<file path="src/hdl/clbw_ram.sv">
// Generic single-write, single-read synchronous RAM with a registered read.
// A read of the address being written returns the old contents. No dependencies.
module clbw_ram #(
    parameter int WIDTH = 8,
    parameter int DEPTH = 16
) (
    input  logic                     clk,
    input  logic                     we,
    input  logic [$clog2(DEPTH)-1:0] waddr,
    input  logic [WIDTH-1:0]         wdata,
    input  logic [$clog2(DEPTH)-1:0] raddr,
    output logic [WIDTH-1:0]         rdata
);

    logic [WIDTH-1:0] mem [DEPTH];

    always_ff @(posedge clk)
    begin
        if (we)
        begin
            mem[waddr] <= wdata;
        end
        rdata <= mem[raddr];
    end

endmodule

</file>
<file path="config.mk">
export PLATFORM = sky130hd
export DESIGN_NAME = clbw_ram
export DESIGN_NICKNAME = d
export VERILOG_FILES = /design/src/hdl/clbw_ram.sv
export SDC_FILE = /design/constraint.sdc
export NUM_CORES = 1
export LEC_CHECK = 0
export ABC_AREA = 1
export BUFFER_PORTS_ARGS = -buffer_cell sky130_fd_sc_hd__buf_2
export CORE_ASPECT_RATIO = 1.75
export CORE_MARGIN = 2
export CORE_UTILIZATION = 40
export CTS_BUF_LIST = sky130_fd_sc_hd__clkbuf_4 sky130_fd_sc_hd__clkbuf_8
export CTS_CLUSTER_SIZE = 40
export DETAILED_ROUTE_END_ITERATION = 8
export GPL_TIMING_DRIVEN = 0
export PLACE_DENSITY = 0.57
export SETUP_SLACK_MARGIN = 0.05
export SYNTH_ARGS = -nofsm -noshare
export SYNTH_HDL_FRONTEND = slang
export SYNTH_SLANG_ARGS = --single-unit
</file>
<file path="constraint.sdc">
create_clock -name clk -period 1.6 [get_ports clk]
set_input_delay 0.32 -clock clk [delete_from_list [all_inputs] [get_ports clk]]
set_output_delay 0.32 -clock clk [all_outputs]
set_load 0.01 [all_outputs]
</file>
==> summary.txt <==
Status
  – Status: completed

Global route
  – Vias in the first global route: 3,806
  – First-pass GRT wire length: 21,240 um
  – GRT Util Overall: 0.1975
  – Antenna violations before repair: 0
  – Largest net degree at the start of global routing: 17
  – Overflow after GRT: 0

Synth
  – Sequential area share after synthesis: 0.6943
  – Adder-cell share of the synthesized area: 0
  – Post-synthesis compound-gate area fraction: 0
  – Mux cell area share after synthesis: 0
  – Synth cell types: 12
  – Post-synthesis instance total: 551
  – Post-synthesis xor/xnor area fraction: 0
  – Flops & latches, synth: 136
  – Synth warn: 0
  – Syn_nets: 569
  – Simple-Gate Fraction of Synth Area: 0.2105
  – Largest family of logic cells by synthesized area: simple AND/OR/NAND/NOR gates
  – Post-Syn Area: 5767 um2
  – Avg Inst Size Synth: 10.47 um2

Die
  – I/O pins: 26
  – Starting Density: 0.4054
  – Die area: 15,430 um2
  – Die Wd: 94.77 um
  – Die Y: 162.8 um
  – Row cnt: between 50 and 60
  – Core Box Area: 14,220 um2

Power
  – Part of the power in the clock network: 0.365
  – Switching part of the total: 0.2448
  – Sequential power share: 0.561
  – Switching Power: 1.744 mW
  – VDD IR max: between 0.0005 and 0.0006 V
  – Comb pwr share: 0.074
  – Cell Pwr Density: 1102 nW/um2
  – Internal Power: 5.382 mW
  – Leak Pwr: 2.797 nW

Setup path
  – CP arrival: 1.36 ns
  – Max stage delay on crit path: about 0.67 ns
  – Crit-path slowest cell: nor2_1
  – CP Launch Type: primary input
  – Worst path required time: 1.66 ns
  – CP Class: in2reg
  – Worst r2r path cells: 6
  – Crit-path cells: buf_2, nand3b_1, nor2_1
  – Crit path max fanout: 8
  – CP endpoint kind: flop

Place
  – Buffers added on ports: 22
  – Placed insts: 753
  – Placer Congestion: 0.9278
  – Dpl hpwl: ~10000 um

STA
  – Max Slew Vio Count: 0
  – Period minus WS final: 1.296 ns
  – Final hold vios: 0
  – Final period utilization: 0.8098
  – RSZ-0062 raised after global routing: false
  – Worst slew pin tran: 0.8336 ns
  – Relative slew margins: 0.4422
  – Final Setup Violations: 0
  – Achievable frequency: 0.7718 GHz
  – Final worst hold slack: 0.3011 ns
  – Clock skew: 0.01036 ns

Layout
  – Final #Nets: 610
  – Area Overhead vs Synth: 12.17%
  – Share of cells above drive strength 1: 0.1273
  – # diodes: 0
  – Non-Filler Instances: 785

Clock network
  – H-tree levels: 4
  – Max clock buf depth: 2
  – CTS tree: yes
  – Root Driver: clkbuf_8
  – Reg clk slew, reported paths: 0.08 ns
  – Post-CTS sizing: 0
  – Number of clock sinks: 136
  – Later-pin clock latency in the skew report: between 0.4 and 0.5 ns
  – Num CTS Buffers: 17
  – Setup Buffers After CTS: 0
  – Hold-fix buffers, CTS: 0

Flow run
  – Max-cap violations: 0

Detailed routing
  – Via-to-Cell Ratio: 4.815
  – Routed vias: 3,780
  – TritonRoute pass-1 iters: 5
  – Routed Wire Length: 14,180 um
  – Average wire per cell in the routed design: roughly 18 um
  – DRC violations left: 0
  – Initial DRC Count: 223
  – Post-route ant nets: 0

Worst hold path
  – Tightest Hold Check Type: in2reg
  – Worst Hold Path Cells: 1
[registers in the layout, summed over array words and instances (netlist names)]
name	cells
mem	128
rdata	8
[final timing paths]
kind / endpoint / startpoint / slack, ns
worst max-delay path: mem[11][6]$_DFFE_PP_ / waddr[2] / 0.30
worst min-delay path: mem[3][2]$_DFFE_PP_ / wdata[2] / 0.30
worst max register to register: rdata[3]$_DFF_P_ / mem[6][3]$_DFFE_PP_ / 0.50
worst min register to register: rdata[6]$_DFF_P_ / mem[10][6]$_DFFE_PP_ / 0.66
[logic make-up (layout without fill, tap and decap cells)]
family	count (synthesis)	after routing
DFF	136	136
and+or+nand+nor	289	289
buffers and inverters	126	180
[routing by layer]
layer | track usage | wire, um | part of all wire | vias to the layer above
li1 | - | - | - | 1855
met1 | 0.2063 | 5195 | 0.37 | 1793
met2 | 0.3601 | 7761 | 0.55 | 98
met3 | 0.03008 | 498 | 0.035 | 34
met4 | 0.1225 | 728 | 0.051 | 0
met5 | 0 | 0 | 0 | -
[synth_stat cells]
cell      number  area (um2)
edfxtp_1     128        3844
buf_2         13       65.06
inv_2          2       7.510
buf_6          6       67.56
buf_1          1       3.750
buf_4          4       30.03
nor2_1        17       63.81
inv_1        100       375.4
dfxtp_1        8       160.2
nand3b_1       2       15.01
nand3_1       97       485.5
nand2_1      173       649.4
[placed cells by master, fill, tap and decap left out]
cell        count
inv_6           3
clkinv_1        2
bufinv_16       1
inv_1         100
nor2_1         17
nand3b_1        2
clkinv_4        5
inv_2           2
nand3_1        97
buf_1           1
nand2_1       173
clkinvlp_4      1
buf_6           6
edfxtp_1      128
clkinv_2        2
dfxtp_1         8
buf_4           4
clkbuf_4        1
clkbuf_8       17
buf_2          35
[critical path: cells and delay by family]
family | cells | cell delay (ns)
AND/OR/NAND/NOR | 2 | 0.92
buffers and inverters | 1 | 0.12
[stage by stage]
stage | setup WS, ns | TNS, ns | power [mW] | util | instance area (um2)
finish | 0.3044 | 0 | 7.126 | 0.4548 | 6469
detailed placement | -0.1757 | -8.889 | 4.608 | 0.4290 | 6102
global placement | -0.1480 | -5.542 | 4.599 | 0.4290 | 6102
CTS | 0.2945 | 0 | 7.165 | 0.4548 | 6469
floorplan | 0.3292 | 0 | 4.368 | - | 5767
global route | 0.2542 | 0 | 7.347 | 0.4548 | 6469
[power groups by stage]
stage / registers [mW] / logic, mW / clock network (mW)
after CTS: 4.00 / 0.533 / 2.64
after floorplan: 4.09 / 0.281 / 0
after global placement: 4.07 / 0.525 / 0
final: 4.00 / 0.529 / 2.60
after global routing: 4.00 / 0.581 / 2.76
after detailed placement: 4.08 / 0.531 / 0
[final cells by class]
type,count,area (um2)
buffer,24,166.4
clock buffer,18,241.5
clock inverter,14,125.1
fill,1372,7755
inverter,102,382.9
multi-input combinational,289,1214
sequential,136,4004
tap,180,225.2
timing repair buffer,22,110.1
Power figures use the tool's default switching activity.
