### src/hdl/clbw_pkg.sv
// Package for the character-cell bitmap line writer.
// Holds channel payload types, codes, sizing constants and the pixel rule.
// No dependencies; clbw_front, clbw_out_fifo, the top level and the testbench import it.
package clbw_pkg;

    localparam int VIEW_WIDTH_DEF  = 320;
    localparam int VIEW_HEIGHT_DEF = 200;

    localparam int COORD_W    = 16;
    localparam int ADDR_OUT_W = 13;
    localparam int CFG_IDX_W  = 2;

    // Result queue sizing. The depth is a power of two so the pointers wrap by themselves.
    localparam int OUT_DEPTH = 4;
    localparam int OUT_PTR_W = $clog2(OUT_DEPTH);
    localparam int OUT_CNT_W = $clog2(OUT_DEPTH + 1);

    localparam logic OP_DRAW = 1'b0;
    localparam logic OP_READ = 1'b1;

    localparam logic [CFG_IDX_W-1:0] CFG_ORIGIN_X = 2'd0;
    localparam logic [CFG_IDX_W-1:0] CFG_ORIGIN_Y = 2'd1;

    localparam logic [COORD_W-1:0] COL_MAX = 16'hffff;

    typedef struct packed {
        logic                  op;
        logic [COORD_W-1:0]    line_x;
        logic [COORD_W-1:0]    line_y;
        logic [7:0]            pixel_value;
        logic                  first_of_line;
        logic [ADDR_OUT_W-1:0] read_address;
    } clbw_req_t;

    typedef struct packed {
        logic [ADDR_OUT_W-1:0] byte_address;
        logic [7:0]            byte_value;
        logic                  wrote;
        logic                  clipped;
    } clbw_rsp_t;

    typedef struct packed {
        logic [CFG_IDX_W-1:0] index;
        logic [COORD_W-1:0]   value;
    } clbw_cfg_t;

    // Item after coordinate translation, as it leaves the front end.
    typedef struct packed {
        logic                  valid;
        logic                  op;
        logic                  pix_on;
        logic [COORD_W-1:0]    dx;
        logic [COORD_W-1:0]    dy;
        logic [COORD_W:0]      px;
        logic [ADDR_OUT_W-1:0] raddr;
    } clbw_stage_t;

    typedef enum logic [1:0] {
        ST_CLEAR = 2'b01,
        ST_RUN   = 2'b10
    } clbw_state_t;

    // A source byte lights the pixel when bits 5 and 2 are both clear.
    function automatic logic pixel_on(input logic [7:0] v);
        return !v[5] && !v[2];
    endfunction

endpackage

### src/hdl/clbw_out_fifo.sv
// Small result queue between the write-back stage and the result channel.
// Reports its fill level so the top level can reserve room. Uses clbw_pkg.
module clbw_out_fifo
    import clbw_pkg::*;
(
    input  logic                 clk,
    input  logic                 rst_n,
    input  logic                 push,
    input  clbw_rsp_t            push_data,
    output logic                 out_valid,
    input  logic                 out_ready,
    output clbw_rsp_t            out_data,
    output logic [OUT_CNT_W-1:0] count
);

    clbw_rsp_t             entries [OUT_DEPTH];
    logic [OUT_PTR_W-1:0]  wr_ptr_reg, rd_ptr_reg;
    logic [OUT_CNT_W-1:0]  count_reg;
    logic                  pop;

    assign out_valid = (count_reg != '0);
    assign pop       = out_valid && out_ready;
    assign out_data  = entries[rd_ptr_reg];
    assign count     = count_reg;

    always_ff @(posedge clk or negedge rst_n)
    begin
        if (!rst_n)
        begin
            wr_ptr_reg <= '0;
            rd_ptr_reg <= '0;
            count_reg  <= '0;
        end
        else
        begin
            if (push)
            begin
                wr_ptr_reg <= wr_ptr_reg + 1'b1;
            end
            if (pop)
            begin
                rd_ptr_reg <= rd_ptr_reg + 1'b1;
            end
            if (push && !pop)
            begin
                count_reg <= count_reg + 1'b1;
            end
            else if (pop && !push)
            begin
                count_reg <= count_reg - 1'b1;
            end
        end
    end

    always_ff @(posedge clk)
    begin
        if (push)
        begin
            entries[wr_ptr_reg] <= push_data;
        end
    end

endmodule

### config.mk
export PLATFORM = sky130hd
export DESIGN_NAME = clbw_out_fifo
export DESIGN_NICKNAME = d
export VERILOG_FILES = /design/src/hdl/clbw_pkg.sv /design/src/hdl/clbw_out_fifo.sv
export SDC_FILE = /design/constraint.sdc
export NUM_CORES = 1
export LEC_CHECK = 0
export BUFFER_PORTS_ARGS = -buffer_cell sky130_fd_sc_hd__buf_2
export CORE_UTILIZATION = 55
export CTS_CLUSTER_DIAMETER = 80
export DETAILED_ROUTE_END_ITERATION = 12
export GPL_TIMING_DRIVEN = 0
export PLACE_DENSITY = 0.88
export SLEW_MARGIN = 0
export SYNTH_ARGS = -nofsm -noshare
export SYNTH_HDL_FRONTEND = slang
export SYNTH_SLANG_ARGS = --single-unit
### constraint.sdc
create_clock -name clk -period 2.6 [get_ports clk]
set_clock_uncertainty 0.2 [all_clocks]
set_input_delay 0.52 -clock clk [delete_from_list [all_inputs] [get_ports clk]]
set_output_delay 0.52 -clock clk [all_outputs]
set_load 0.005 [all_outputs]
==> impl_metrics.yaml <==
clocking:
  numCtsBuffers: 9
  cts_tree: "built"
  clk_pin_slew_worst_paths_ns: 0.09
  cts_setup_buffers: 0
  cts_max_level: 3
  insertion_delay_ns: 0.35
  cts.sinks: 99
  cts_resized: 0
  cts_buffer_depth: 2
  cts-root-buf: "clkbuf_8"
floorplan:
  boundaryPins: 54
  coreArea_um2: 6460
  die_w_um: 84.6
  start_util: 0.581
  rows: 29
  die_area_um2: 7150
  die_y_um: 84.6
synthesis:
  yosys-top-cells-count: "edfxtp_1 (92), mux4_2 (18), dfrtp_1 (7)"
  synthesis.instances: 154
  synthTopCellsByArea: "edfxtp_1 (74%), mux4_2 (11%), dfrtp_1 (4.7%), mux4_1 (3.5%), ha_1 (1.7%)"
  synth_warnings: 0
  synth.distinct_cells: 19
  yosysMostFrequentCell: "edfxtp_1"
  syn_nets: 187
  synth_top_area_cell: "edfxtp_1"
  synth-edff-count: 92
  ys_ff_latch: 99
  syn-cell-area_um2: 3750
  synthFlopType: "edfxtp_1"
  avgSynthCellArea_um2: 24.4
  yosysTopAreaCellShare: 0.736
  ys_seq_area_frac: 0.783
  async_flop_share: 0.0707
routing:
  drc: 1
  ant_nets: 0
  vias: 1700
  avgViaCountPerCell: 5.65
  avgRoutedWirePerCell_um: 19.0
  drt_iter0_markers: 110
  drt_first_pass_iters: 10
  wl_um: 5720
global_routing:
  grt_usage: 0.176
  gr-total-overflow: 0
  grt_pass1_vias: 1808
  grt_first_pass_wirelength_um: 9000
  antenna_found_initial: 0
  grt_max_degree: 24
layout:
  drive_above_1_share: 0.411
  largest_reg_flops: 92
  stdcell_area_um2: 4280
  antenna_cells: 0
  fin_util: 0.663
  finalNetCount: 252
  syn_to_final_growth_pct: 14.2
timing:
  slew_violations: 0
  finalHoldViolCount: 0
  setup_viol: 0
  rsz0062_at_grt: "no"
  tightest_slew_ns: 1.18
  tns_ns: 0
  max_freq_ghz: 0.412
  slew_headroom: 0.216
  worst_slack_ns: 0.173
  min_period_ns: 2.43
  finalCritPeriodShare: 0.934
setup_path:
  crit_type: "flip-flop to output port"
  cpMostUsedCell: "buf_2"
  critical_path_buf_inv_count: 3
  startpoint_type: "flip-flop"
  cpPeakStageDelay_ns: 0.37
  crit_chain: "buf_2 > buf_2 > mux4_2 > buf_2"
  path_depth: 4
  ff2ff_setup_slack_ns: 0.31
  cp_max_fo: 10
  cp.required_ns: 1.88
  cp_top_family: "buffers and inverters"
  worstRegToRegCells: 8
  slowest_stage: "mux4_2"
  crit_arrival_ns: 1.71
  end_kind: "output port"
placement:
  dpl_worst_slack_ns: 0.292
  hpwlAfterDp_um: 3650
  place_area_um2: 4110
  io_buffers: 53
  gp_congestion: 0.652
pwr:
  leakage_uw: 0.00153
  power_density_nw_per_um2: 1030
  finalPower_uw: 4410
  irDropWorstVdd_mv: 0.579
min_path:
  hp-class: "input pin to flip-flop"
  hold_depth: 1
outcome:
  failed_checks: "design-rule violations"
  status: "complete, but fails checks"
job:
  cap_violations: 0
==> timing repair <==
item,CTS,global route
hold endpoints to repair,7,0
setup endpoints to repair,0,0
hold buffers,1,0
==> worst register-to-register path, cell delays in order (launching register included) <==
cell and delay [ns]:
dfrtp_1 0.43, or3_1 0.43, nand2_1 0.13, ha_1 0.20
inv_1 0.06, fa_1 0.37, xor2_1 0.15, nor2_1 0.12
xor2_1 0.15
==> routing by layer <==
layer	GRT usage	vias to the layer above	routed length, um
met4	0.0786	0	93
met5	0	-	0
met3	0.0433	7	265
met1	0.228	873	2590
met2	0.287	54	2770
li1	-	766	-
==> stage by stage <==
| step | hold slack (ns) | instances |
|---|---|---|
| 3_3_place_gp | 0.157 | 284 |
| 3_5_place_dp | 0.160 | 284 |
| 2_1_floorplan | 0.0244 | 154 |
| 5_1_grt | 0.157 | 301 |
| 4_1_cts | 0.164 | 301 |
| 6_report | 0.176 | 301 |
==> final timing paths <==
path                                from             end
max                        rd_ptr_reg[1]    out_data[10]
min                        push_data[21]  entries[3][21]
max reg2reg                     count[0]        count[2]
min in group asynchronous          rst_n   rd_ptr_reg[1]
min reg2reg                     count[2]        count[2]
max in group asynchronous          rst_n   rd_ptr_reg[0]
==> power by group <==
group / internal, uW / switching, uW / leakage [uW]
clock network: 343 / 486 / 0.0000791
logic: 723 / 649 / 0.000522
registers: 2110 / 103 / 0.000927
total: 3170 / 1240 / 0.00153
==> layout by cell type, fill, tap and decap left out <==
cell type and count:
and2_1 4, buf_12 2, buf_2 56, buf_6 1, clkbuf_1 2, clkbuf_8 9, clkinv_2 3, clkinvlp_4 2
dfrtp_1 7, dlygate4sd3_1 1, edfxtp_1 92, fa_1 1, ha_1 5, inv_1 3, mux2_2 1, mux4_1 5
mux4_2 18, nand2_1 2, nand3_1 1, nor2_1 1, o21ai_0 1, or3_1 1, xnor2_1 3, xor2_1 3
==> cells by family after synthesis <==
family	count (synthesis)	share of synthesized area
AOI/OAI and AO/OA	1	0.00133
xor gates and xnor gates	6	0.0140
adders and majority gates	6	0.0220
and+or+nand+nor	9	0.0127
DFF	99	0.783
buffers and inverters	9	0.0207
muxes	24	0.146
==> layout make-up <==
cell class	count	area, um2
Timing Repair Buffer	54	275
Buffer	6	66.3
Tap cell	77	96.3
Fill cell	438	2170
Sequential cell	99	2940
Clock buffer	11	131
Multi-Input combinational cell	46	736
Inverter	3	11.3
Clock inverter	5	30.0
No activity file was read; power rests on OpenSTA's default activity.
