$ cat src/hdl/clbw_pkg.sv
// Package for the character-cell bitmap line writer.
// Holds channel payload types, codes, sizing constants and the pixel rule.
// No dependencies; clbw_front, clbw_out_fifo, the top level and the testbench import it.
package clbw_pkg;

    localparam int VIEW_WIDTH_DEF  = 320;
    localparam int VIEW_HEIGHT_DEF = 200;

    localparam int COORD_W    = 16;
    localparam int ADDR_OUT_W = 13;
    localparam int CFG_IDX_W  = 2;

    // Result queue sizing. The depth is a power of two so the pointers wrap by themselves.
    localparam int OUT_DEPTH = 4;
    localparam int OUT_PTR_W = $clog2(OUT_DEPTH);
    localparam int OUT_CNT_W = $clog2(OUT_DEPTH + 1);

    localparam logic OP_DRAW = 1'b0;
    localparam logic OP_READ = 1'b1;

    localparam logic [CFG_IDX_W-1:0] CFG_ORIGIN_X = 2'd0;
    localparam logic [CFG_IDX_W-1:0] CFG_ORIGIN_Y = 2'd1;

    localparam logic [COORD_W-1:0] COL_MAX = 16'hffff;

    typedef struct packed {
        logic                  op;
        logic [COORD_W-1:0]    line_x;
        logic [COORD_W-1:0]    line_y;
        logic [7:0]            pixel_value;
        logic                  first_of_line;
        logic [ADDR_OUT_W-1:0] read_address;
    } clbw_req_t;

    typedef struct packed {
        logic [ADDR_OUT_W-1:0] byte_address;
        logic [7:0]            byte_value;
        logic                  wrote;
        logic                  clipped;
    } clbw_rsp_t;

    typedef struct packed {
        logic [CFG_IDX_W-1:0] index;
        logic [COORD_W-1:0]   value;
    } clbw_cfg_t;

    // Item after coordinate translation, as it leaves the front end.
    typedef struct packed {
        logic                  valid;
        logic                  op;
        logic                  pix_on;
        logic [COORD_W-1:0]    dx;
        logic [COORD_W-1:0]    dy;
        logic [COORD_W:0]      px;
        logic [ADDR_OUT_W-1:0] raddr;
    } clbw_stage_t;

    typedef enum logic [1:0] {
        ST_CLEAR = 2'b01,
        ST_RUN   = 2'b10
    } clbw_state_t;

    // A source byte lights the pixel when bits 5 and 2 are both clear.
    function automatic logic pixel_on(input logic [7:0] v);
        return !v[5] && !v[2];
    endfunction

endpackage

$ cat src/hdl/clbw_front.sv
// Front end: viewport translation and column tracking for accepted items.
// Registers the translated item into the first pipeline stage. Uses clbw_pkg.
module clbw_front
    import clbw_pkg::*;
(
    input  logic               clk,
    input  logic               rst_n,
    input  logic               accept,
    input  clbw_req_t          req,
    input  logic [COORD_W-1:0] origin_x,
    input  logic [COORD_W-1:0] origin_y,
    output clbw_stage_t        stage
);

    logic [COORD_W-1:0]    col_reg, col_next;
    logic [COORD_W-1:0]    col_use;
    logic                  valid_reg;
    logic                  op_reg;
    logic                  on_reg;
    logic [COORD_W-1:0]    dx_reg, dy_reg;
    logic [COORD_W:0]      px_reg;
    logic [ADDR_OUT_W-1:0] raddr_reg;
    logic [COORD_W-1:0]    dx, dy;

    always_comb
    begin
        col_use  = req.first_of_line ? '0 : col_reg;
        dx       = req.line_x - origin_x;
        dy       = req.line_y - origin_y;
        col_next = col_reg;
        if (accept && req.op == OP_DRAW)
        begin
            // The column index saturates instead of wrapping.
            col_next = (col_use < COL_MAX) ? col_use + 1'b1 : col_use;
        end
    end

    always_ff @(posedge clk or negedge rst_n)
    begin
        if (!rst_n)
        begin
            col_reg   <= '0;
            valid_reg <= 1'b0;
        end
        else
        begin
            col_reg   <= col_next;
            valid_reg <= accept;
        end
    end

    always_ff @(posedge clk)
    begin
        if (accept)
        begin
            op_reg    <= req.op;
            on_reg    <= pixel_on(req.pixel_value);
            dx_reg    <= dx;
            dy_reg    <= dy;
            px_reg    <= {1'b0, dx} + {1'b0, col_use};
            raddr_reg <= req.read_address;
        end
    end

    assign stage = '{valid:  valid_reg,
                     op:     op_reg,
                     pix_on: on_reg,
                     dx:     dx_reg,
                     dy:     dy_reg,
                     px:     px_reg,
                     raddr:  raddr_reg};

endmodule

$ cat config.mk
export PLATFORM = sky130hd
export DESIGN_NAME = clbw_front
export DESIGN_NICKNAME = d
export VERILOG_FILES = /design/src/hdl/clbw_pkg.sv /design/src/hdl/clbw_front.sv
export SDC_FILE = /design/constraint.sdc
export NUM_CORES = 1
export LEC_CHECK = 0
export BUFFER_PORTS_ARGS = -buffer_cell sky130_fd_sc_hd__buf_2
export CAP_MARGIN = 25
export CORE_ASPECT_RATIO = 1.5
export CORE_MARGIN = 4
export CORE_UTILIZATION = 55
export DETAILED_ROUTE_END_ITERATION = 8
export PLACE_DENSITY = 0.81
export SLEW_MARGIN = 20
export SYNTH_ARGS = -nofsm -noshare
export SYNTH_HDL_FRONTEND = slang
export SYNTH_SLANG_ARGS = --single-unit
$ cat constraint.sdc
create_clock -name clk -period 5.1 [get_ports clk]
set_input_delay 0.765 -clock clk [delete_from_list [all_inputs] [get_ports clk]]
set_output_delay 0.765 -clock clk [all_outputs]
set_load 0.02 [all_outputs]
==> reports/metrics.csv <==
stage,metric,value,unit
sta,setup_viol,0,
run_status,status,"complete, no violations",
run,cap_violations,0,
clock_network,cts_buffer_depth,2,
setup_path,crit_required,5.18,ns
clock_network,cts_buffers,9,
sta,fin_crit,4.241,ns
synth,synth_ff_type,edfxtp_1,
setup_path,timing.rr.start,col_reg[0]$_DFFE_PN0P_,
synth,yosysMostFrequentCell,edfxtp_1,
setup_path,ff2ff_path_depth,9,
pwr,power.leakage,2.965,nW
setup_path,arrival,4.32,ns
die,die_h,127.3,µm
worst_hold_path,min_path_type,in2async,
synth,synth.area.top_cells,"edfxtp_1 37%, ha_1 12%, dfrtp_1 8.2%",
synth,synth-async-reset-ratio,20.99,%
route,drt_pass1_iterations,4,
setup_path,path_max_fanout,5,
cells_and_area,largest_reg_flops,17,
placement,hpwlAfterDp,8.820,mm
setup_path,reg2reg_to,px_reg[16]$_DFFE_PP_,
pwr,power_density,333.1,nW/µm²
sta,fin_skew,0.004124,ns
clock_network,cts-htree-levels,3,
clock_network,cts_resized,0,
route,wl_per_cell,15.31,µm
cells_and_area,multi_input_area,2631,µm²
pwr,ir_drop,0.2087,mV
synth,synth_seq_area_share,45.01,%
setup_path,reg2reg_slack,2.33,ns
synth,ys_seq_elements,81,
route,drt-initial-drc-count,168,
cells_and_area,seq_area,2347,µm²
clock_network,cts_setup_buffers,0,
sta,relSlewSlack,44.95,%
die,fp-row-count,43,
synth,ys.warnings.count,0,
sta,hold_violations,0,
setup_path,startpoint_type,input pin,
clock_network,cts_hold_buf,0,
synth,netlist_instances,483,
route,routed_via_density,5.541,
cells_and_area,nets,774,
cells_and_area,syn2layout_area_growth,21.93,%
cells_and_area,n_fill_cell,740,
route,drc,0,
grt,grt_pass1_vias,4195,
grt,grt_use_total,20.96,%
placement,numPortBuffers,148,
synth,synth_area,5215,µm²
synth,yosysTopAreaCellShare,36.85,%
grt,grt_pass1_wl,18.53,mm
setup_path,crit_type,in2reg,
clock_network,clk_pin_slew,0.06,ns
cells_and_area,fin_util,68.71,%
sta,tightest_slew,0.8257,ns
sta,rsz0062_at_grt,false,
setup_path,endpoint_kind,flip-flop,
grt,grt_max_degree,66,
grt,antenna_found_initial,0,
synth,yosysUniqueCellTypes,56,
route,detail-route-antenna-nets,0,
synth,syn_avg_cell_area,10.80,µm²
die,coreArea,9254,µm²
sta,post-route-period-util,83.16,%
sta,setup_tns,0,ns
clock_network,cts_root_buf,clkbuf_16,
die,die_x,87.51,µm
die,die-area,11140,µm²
clock_network,insertion_delay,0.34,ns
die,pin_count,155,
synth,syn_nets,625,
clock_network,cts_tree,yes,
placement,gp_congestion,0.8400,
route,vias,4150,
cells_and_area,antenna_cells,0,
route,wl,11.46,mm
cells_and_area,layout-drive-gt1-share,28.41,%
synth,synth_common_cells,"64 x edfxtp_1, 49 x ha_1, 45 x inv_1, 33 x nand2_1, 29 x xnor2_1",
clock_network,clkSinkCount,81,
die,initial_utilization,56.35,%
sta,fmax,0.2358,GHz
grt,grt.overflow.total,0,
sta,slew_viol_final,0,
synth,synth_area_leader_cell,edfxtp_1,
synth,synth_edf_count,64,
-- cell families (layout without fill, tap and decap cells) --
family | count (synthesis) | count (layout) | share of synthesized area [%]
compound gates | 114 | 114 | 14.66
simple gates | 125 | 125 | 13.48
xor+xnor | 50 | 50 | 8.397
fa+ha+maj | 52 | 52 | 12.91
flops | 81 | 81 | 45.01
buf+inv | 56 | 210 | 4.534
mux | 5 | 5 | 1.008
-- worst max-delay path by stage --
stage                  from              endpoint  slack, ns  cells after the start
finish              req[38]  px_reg[15]$_DFFE_PP_       0.86                     18
global route        req[38]  px_reg[15]$_DFFE_PP_       0.67                     18
CTS                 req[38]  px_reg[15]$_DFFE_PP_       0.94                     18
detailed placement  req[38]  px_reg[15]$_DFFE_PP_       0.60                     18
global placement    req[38]  px_reg[15]$_DFFE_PP_       0.76                     18
floorplan           req[38]  px_reg[15]$_DFFE_PP_       1.23                     17
-- power by group --
| part | total, mW | internal, mW | switching [mW] |
|---|---|---|---|
| registers | 0.848 | 0.823 | 0.0254 |
| logic | 0.573 | 0.225 | 0.348 |
| clock network | 0.697 | 0.441 | 0.256 |
-- critical path, cell delays in order --
cell,delay (ns)
buf_2,0.09
inv_1,0.05
ha_1,0.18
inv_1,0.06
fa_1,0.42
a211oi_1,0.35
o211ai_1,0.25
a41oi_1,0.34
o21bai_1,0.11
a21oi_1,0.20
xnor2_1,0.22
ha_1,0.36
a21o_1,0.18
a21oi_1,0.15
nor2b_1,0.06
a311oi_1,0.24
o21ai_0,0.15
xor2_1,0.16
-- through the flow --
step           setup slack (ns)  hold WS, ns  cell area, µm²  cells  total power, mW
2_1_floorplan             1.230       0.4694            5215    483            1.247
3_3_place_gp             0.7619       0.4980            6036    733            1.406
3_5_place_dp             0.5977       0.5124            6036    733            1.430
4_1_cts                  0.9355       0.3477            6359    749            2.133
5_1_grt                  0.6743       0.3612            6359    749            2.221
6_report                 0.8590       0.3431            6359    749            2.118
-- cells in the final DEF (no fill, tap or decap), drive strengths merged, types with 11 or more instances in the layout --
cell type	count
a21oi	26
xor2	21
xnor2	29
o21a	12
buf	149
nand2	33
dfrtp	17
nor2	27
nor2b	23
inv	45
o21ai	21
a21o	12
ha	49
clkbuf	11
edfxtp	64
-- area by class of cell --
type	count	share of cell area [%]
clock inverter	5	1.259
clock buffer	11	3.817
sequential	81	36.91
inverter	45	2.656
multi-input combinational	346	41.38
timing repair buffer	149	11.77
tap	112	2.204
-- per-layer routing --
layer  part of all wire, %  track usage, %  vias to the layer above
met4                   2.9           8.943                        0
met5                     0               0                        -
met2                    55           38.99                      140
met1                    36           21.46                     1954
met3                   6.4           5.419                       25
li1                      -               -                     2031
(Power assumes the default switching activity.)
